$ cat src/rtl/sas_pkg.sv
// stable argsort shared constants: store depth, compare width, field widths
// no dependencies; imported by sas_mem and stable_argsort
package sas_pkg;

  // default capacity of the sort store
  localparam int unsigned SAS_MAX_ITEMS   = 64;
  // default compare width of the fitness value
  localparam int unsigned SAS_VALUE_WIDTH = 32;
  // width of the value field on the input stream
  localparam int unsigned SAS_IN_WIDTH    = 32;
  // width of the position field on the output stream
  localparam int unsigned SAS_POS_WIDTH   = 6;
  // output tdata is the position padded to whole bytes
  localparam int unsigned SAS_OUT_WIDTH   = ((SAS_POS_WIDTH + 7) / 8) * 8;

endpackage

$ cat src/rtl/sas_mem.sv
// simple dual-port synchronous ram for the sorted store, one write and one read port
// read data registered; uses sas_pkg for default sizes
module sas_mem #(
  parameter int unsigned DEPTH = sas_pkg::SAS_MAX_ITEMS,
  parameter int unsigned WIDTH = sas_pkg::SAS_VALUE_WIDTH + sas_pkg::SAS_POS_WIDTH
) (
  input  logic                     clk_i,
  input  logic                     we_i,
  input  logic [$clog2(DEPTH)-1:0] waddr_i,
  input  logic [WIDTH-1:0]         wdata_i,
  input  logic [$clog2(DEPTH)-1:0] raddr_i,
  output logic [WIDTH-1:0]         rdata_o
);
  import sas_pkg::*;

  logic [WIDTH-1:0] mem_q [DEPTH];

  // write port
  always_ff @(posedge clk_i) begin
    if (we_i) begin
      mem_q[waddr_i] <= wdata_i;
    end
  end

  // registered read port
  always_ff @(posedge clk_i) begin
    rdata_o <= mem_q[raddr_i];
  end

endmodule

$ cat src/rtl/stable_argsort.sv
// stable argsort top level: insertion control, emit sequencer, stream ports
// depends on sas_pkg and sas_mem
//
// usage
//   input stream (s_axis_*): one signed fitness value per request in tdata,
//   tlast marks the final value of a set. output stream (m_axis_*): after the
//   set is complete, the arrival positions in ascending order of value, one
//   per request, equal values in arrival order; tlast marks the final one and
//   tuser flags that more values arrived than the store holds.
// operation
//   each value is placed by insertion into a single ram: the read of the
//   top entry is issued when the value is accepted, then each stored entry
//   greater than it moves up one place, and the value is written into the
//   freed slot. a dropped value (store full) is only flagged. emitting reads
//   each entry from the ram, then loads its position into the output register
//   and holds it while the receiver stalls. the ram read latency sets both loops.
// reset
//   clears the item count and the overflow flag; ram contents need no reset.
// stalls
//   the result sits in the output register until taken; no new value is
//   accepted while a set is being emitted.
module stable_argsort #(
  parameter int unsigned MAX_ITEMS   = sas_pkg::SAS_MAX_ITEMS,
  parameter int unsigned VALUE_WIDTH = sas_pkg::SAS_VALUE_WIDTH
) (
  input  logic                               clk_i,
  input  logic                               rst_ni,
  // input stream, tdata: value[31:0]
  input  logic                               s_axis_tvalid,
  output logic                               s_axis_tready,
  input  logic [sas_pkg::SAS_IN_WIDTH-1:0]   s_axis_tdata,
  input  logic                               s_axis_tlast,
  // output stream, tdata: position[5:0], zero pad[7:6]; tuser: overflow
  output logic                               m_axis_tvalid,
  input  logic                               m_axis_tready,
  output logic [sas_pkg::SAS_OUT_WIDTH-1:0]  m_axis_tdata,
  output logic                               m_axis_tuser,
  output logic                               m_axis_tlast
);
  import sas_pkg::*;

  localparam int unsigned AW = (MAX_ITEMS > 1) ? $clog2(MAX_ITEMS) : 1;
  localparam int unsigned CW = $clog2(MAX_ITEMS + 1);
  localparam int unsigned MW = VALUE_WIDTH + SAS_POS_WIDTH;

  // controller states
  localparam logic [2:0] ST_IDLE  = 3'd0;
  localparam logic [2:0] ST_CMP   = 3'd1;
  localparam logic [2:0] ST_ERD   = 3'd2;
  localparam logic [2:0] ST_ELOAD = 3'd3;
  localparam logic [2:0] ST_EWAIT = 3'd4;

  logic [2:0]                    state_q, state_d;
  logic [CW-1:0]                 count_q, count_d;
  logic                          ovf_q, ovf_d;
  logic [AW-1:0]                 slot_q, slot_d;
  logic [AW-1:0]                 idx_q, idx_d;
  logic signed [VALUE_WIDTH-1:0] key_q, key_d;
  logic                          last_q, last_d;
  logic [SAS_POS_WIDTH-1:0]      opos_q, opos_d;
  logic                          olast_q, olast_d;
  logic                          oovf_q, oovf_d;

  logic                          we;
  logic [AW-1:0]                 waddr, raddr;
  logic [MW-1:0]                 wdata, rdata;
  logic signed [VALUE_WIDTH-1:0] rd_key;
  logic [AW-1:0]                 cnt_m1;
  logic                          in_req;
  logic                          full;

  sas_mem #(
    .DEPTH (MAX_ITEMS),
    .WIDTH (MW)
  ) u_mem (
    .clk_i   (clk_i),
    .we_i    (we),
    .waddr_i (waddr),
    .wdata_i (wdata),
    .raddr_i (raddr),
    .rdata_o (rdata)
  );

  assign rd_key = $signed(rdata[VALUE_WIDTH-1:0]);
  assign cnt_m1 = AW'(count_q - CW'(1));
  assign full   = (count_q == CW'(MAX_ITEMS));
  assign in_req = s_axis_tvalid && s_axis_tready;

  // stream outputs
  assign s_axis_tready = (state_q == ST_IDLE);
  assign m_axis_tvalid = (state_q == ST_EWAIT);
  assign m_axis_tdata  = SAS_OUT_WIDTH'(opos_q);
  assign m_axis_tlast  = olast_q;
  assign m_axis_tuser  = oovf_q;

  // insertion and emit sequencer
  always_comb begin
    state_d = state_q;
    count_d = count_q;
    ovf_d   = ovf_q;
    slot_d  = slot_q;
    idx_d   = idx_q;
    key_d   = key_q;
    last_d  = last_q;
    opos_d  = opos_q;
    olast_d = olast_q;
    oovf_d  = oovf_q;
    we      = 1'b0;
    waddr   = slot_q;
    wdata   = {SAS_POS_WIDTH'(count_q), key_q};
    raddr   = cnt_m1;
    unique case (state_q)
      ST_IDLE: begin
        raddr = cnt_m1;
        if (in_req) begin
          if (full) begin
            // store full: drop the value, flag the set
            ovf_d = 1'b1;
            if (s_axis_tlast) begin
              idx_d   = '0;
              state_d = ST_ERD;
            end
          end else begin
            // start insertion at the tail, top entry read issued now
            key_d   = VALUE_WIDTH'($signed(s_axis_tdata));
            last_d  = s_axis_tlast;
            slot_d  = AW'(count_q);
            state_d = ST_CMP;
          end
        end
      end
      ST_CMP: begin
        // read data holds entry slot-1 when slot is nonzero
        we    = 1'b1;
        waddr = slot_q;
        raddr = slot_q - AW'(2);
        if (slot_q != '0 && rd_key > key_q) begin
          // move the greater entry up one place, read the next one down
          wdata  = rdata;
          slot_d = slot_q - AW'(1);
        end else begin
          wdata   = {SAS_POS_WIDTH'(count_q), key_q};
          count_d = count_q + CW'(1);
          if (last_q) begin
            idx_d   = '0;
            state_d = ST_ERD;
          end else begin
            state_d = ST_IDLE;
          end
        end
      end
      ST_ERD: begin
        raddr   = idx_q;
        state_d = ST_ELOAD;
      end
      ST_ELOAD: begin
        // capture the entry into the output register
        raddr   = idx_q;
        opos_d  = rdata[MW-1:VALUE_WIDTH];
        olast_d = (idx_q == cnt_m1);
        oovf_d  = ovf_q;
        state_d = ST_EWAIT;
      end
      ST_EWAIT: begin
        raddr = idx_q + AW'(1);
        if (m_axis_tready) begin
          if (olast_q) begin
            count_d = '0;
            ovf_d   = 1'b0;
            state_d = ST_IDLE;
          end else begin
            idx_d   = idx_q + AW'(1);
            state_d = ST_ELOAD;
          end
        end
      end
      default: begin
        state_d = ST_IDLE;
      end
    endcase
  end

  // control registers
  always_ff @(posedge clk_i or negedge rst_ni) begin
    if (!rst_ni) begin
      state_q <= ST_IDLE;
      count_q <= '0;
      ovf_q   <= 1'b0;
    end else begin
      state_q <= state_d;
      count_q <= count_d;
      ovf_q   <= ovf_d;
    end
  end

  // payload registers
  always_ff @(posedge clk_i) begin
    slot_q  <= slot_d;
    idx_q   <= idx_d;
    key_q   <= key_d;
    last_q  <= last_d;
    opos_q  <= opos_d;
    olast_q <= olast_d;
    oovf_q  <= oovf_d;
  end

endmodule
$ cat config.mk
export PLATFORM = sky130hd
export DESIGN_NAME = stable_argsort
export DESIGN_NICKNAME = d
export VERILOG_FILES = /design/src/rtl/sas_pkg.sv /design/src/rtl/sas_mem.sv /design/src/rtl/stable_argsort.sv
export SDC_FILE = /design/constraint.sdc
export NUM_CORES = 2
export LEC_CHECK = 0
export ABC_AREA = 1
export BUFFER_PORTS_ARGS = -buffer_cell sky130_fd_sc_hd__buf_2
export CORE_ASPECT_RATIO = 1.5
export CORE_UTILIZATION = 44
export DETAILED_ROUTE_END_ITERATION = 12
export PLACE_DENSITY = 0.69
export SYNTH_ARGS = -nofsm -noshare
export SYNTH_HDL_FRONTEND = slang
export SYNTH_SLANG_ARGS = --single-unit
export TNS_END_PERCENT = 1
$ cat constraint.sdc
create_clock -name clk_i -period 4.7 [get_ports clk_i]
set_input_delay 0.47 -clock clk_i [delete_from_list [all_inputs] [get_ports clk_i]]
set_output_delay 0.47 -clock clk_i [all_outputs]
set_load 0.02 [all_outputs]
==> flow_summary_export.csv <==
group,metric,value,unit
hold_path,hold_class,"in2reg",
cells_and_area,most-common-layout-cells,"edfxtp_1 (2485), nand3_1 (2231), nand2_1 (1719)",
cells_and_area,areaGrowthSynthToFinish,11.7,%
grt,grt_max_degree,191,
sta,period_needed,3.99,ns
clock_tree,cts_tree,"done",
synth,yosysSeqAreaShare,0.684,
route,postRouteAntennaNets,0,
grt,grt_first_pass_wirelength,507,mm
worst_setup_path,cp-start-kind,"register",
clock_tree,h-tree-depth,4,
grt,grtUsageTotal,0.275,
synth,synth_seq_cells,2534,
placed_design,dpl-instance-area,0.116,mm^2
route,drc,0,
sta,tns,0,ns
clock_tree,cts_buffers,214,
synth,syn_area,0.111,mm^2
placed_design,dp_hpwl,180,mm
floorplan,die_h,616,um
sta,relSlewSlack,0.214,
route,num_vias,78300,
synth,synth_edf_count,2485,
floorplan,coreArea,0.250,mm^2
grt,grt_antenna_before_repair,15,
grt,grt_pass1_vias,74400,
floorplan,num_rows,225,
outcome,outcome,"completed",
synth,synthCells,9829,
sta,fin_crit_sh,0.848,
clock_tree,cts_buffer_depth,4,
worst_setup_path,cp_max_fo,32,
floorplan,dieArea,0.254,mm^2
sta,hold_viol,0,
cells_and_area,postLayoutCellArea,0.124,mm^2
clock_tree,clockRootBuffer,"clkbuf_16",
floorplan,io_pins,49,
synth,synth.distinct_cells,46,
sta,max_freq,0.251,GHz
synth,avgSynthCellArea,11.3,um^2
floorplan,start_util,0.442,
synth,ys_warn_count,0,
worst_setup_path,end_kind,"register",
cells_and_area,final_common_cell,"edfxtp_1",
job,cap_viol_max_count,0,
worst_setup_path,critPathKind,"reg2reg",
route,wirelength,358,mm
sta,rsz0062_at_grt,"false",
cells_and_area,drive_gt1_frac,0.0749,
synth,async_flop_share,0.00434,
route,drtPass1Iterations,9,
sta,setup_viol,0,
route,drtIter0Drc,11100,
sta,drv_slew,0,
placed_design,numPortBuffers,46,
route,wl_per_cell,27.1,um
clock_tree,worstSkewPairLatency,0.90,ns
route,routed_via_density,5.93,
grt,grt_remaining_overflow,0,
sta,fin_skew,0.0601,ns
placed_design,gp_congestion,0.883,
worst_setup_path,crit_arrival,4.66,ns
sta,worstMarginPinSlew,1.18,ns
worst_setup_path,critPathRequiredTime,5.37,ns
floorplan,die_w,411,um
clock_tree,clk_pin_slew,0.07,ns
clock_tree,cts.sinks,2534,
clock_tree,post-cts-setup-buffer-count,0,
cells_and_area,nets,9816,
synth,synth_ff_type,"edfxtp_1",
==> layer usage <==
metal	global-route usage	wire length [um]	vias up
met5	0	64	-
met4	0.186	28100	10
met3	0.0519	39800	1363
met2	0.453	169000	5272
met1	0.326	121000	38000
li1	-	-	33600
==> logic make-up (layout without fill, tap and decap cells) <==
| logic type | count (synthesis) | count (layout) | synth area share |
|---|---|---|---|
| xor gates and xnor gates | 11 | 11 | 0.000871 |
| buffers and inverters | 1952 | 2031 | 0.0710 |
| DFF | 2534 | 2534 | 0.684 |
| and+or+nand+nor | 5047 | 5047 | 0.229 |
| AOI/OAI and AO/OA | 243 | 243 | 0.0113 |
| adders and majority gates | 41 | 41 | 0.00464 |
| other | 1 | 10 | 0.0000339 |
==> critical path: stages (launching register included) <==
cell and delay [ns]:
dfxtp_1 0.41, ha_1 0.36, nand2_1 0.11, nor2_1 0.23, nor3b_1 0.38, nand3_1 0.26, nor2_1 0.16, a21boi_0 0.13
nand4_1 0.28, buf_4 0.47, nor2_1 0.14, a21oi_4 0.42, buf_4 0.38
==> state kept, by name, indices dropped and copies added, names as in the netlist <==
signal / count
count_q: 7
last_q: 1
m_axis_tlast: 1
state_q: 3
opos_q: 6
slot_q: 6
u_mem.mem_q: 2432
idx_q: 6
m_axis_tuser: 1
key_q: 32
ovf_q: 1
u_mem.rdata_o: 38
==> final cells by class <==
type,count,area [um^2]
Clock buffer,286,5890
Inverter,1299,4890
Sequential cell,2534,75700
Clock inverter,101,1050
Timing Repair Buffer,345,3860
Antenna cell,8,20.0
Multi-Input combinational cell,5344,28100
Tap cell,3291,4120
Fill cell,21200,127000
==> repair_timing <==
item | CTS | global route
resized for setup | 0 | 0
hold endpoints to repair | 44 | 0
hold buffers | 34 | 0
==> synth_stat cells, types with 11 or more instances <==
cell type,instances,area (um^2)
edfxtp_1,2485,74600
nand3_1,2231,11200
nand2_1,1719,6450
inv_1,1294,4860
nand3b_1,912,6850
buf_2,308,1540
clkbuf_1,248,931
o21ai_0,168,841
nor2_1,148,556
a21oi_1,60,300
buf_1,60,225
ha_1,41,513
dfxtp_1,38,761
buf_4,34,255
nand4_1,14,87.6
dfrtp_1,11,275
==> through the flow <==
stage	utilization	hold WS (ns)	instances	setup slack, ns
finish	0.494	0.101	13200	0.714
global route	0.494	0.0922	13200	0.551
CTS	0.494	0.0571	13200	0.782
detailed placement	0.465	0.381	12800	0.831
global placement	0.465	0.370	12800	0.919
floorplan	-	0.174	9830	0.428
==> worst paths after layout <==
| path | startpoint | to | slack (ns) | depth (start not counted) |
|---|---|---|---|---|
| max | u_mem.rdata_o[31]$_DFF_P_ | u_mem.mem_q[42][24]$_DFFE_PP_ | 0.71 | 12 |
| min | m_axis_tready | state_q[0]$_DFFE_PN0P_ | 0.10 | 3 |
| max reg2reg | u_mem.rdata_o[31]$_DFF_P_ | u_mem.mem_q[42][24]$_DFFE_PP_ | 0.71 | 12 |
| min reg2reg | ovf_q$_DFFE_PN0P_ | m_axis_tuser$_DFFE_PP_ | 0.50 | 0 |
| max in group asynchronous | rst_ni | count_q[4]$_DFFE_PN0P_ | 4.34 | 2 |
| min in group asynchronous | rst_ni | ovf_q$_DFFE_PN0P_ | 0.11 | 2 |
Power is not shown: default switching activity piles up to over one toggle a cycle in this logic, so the estimate is an artifact.
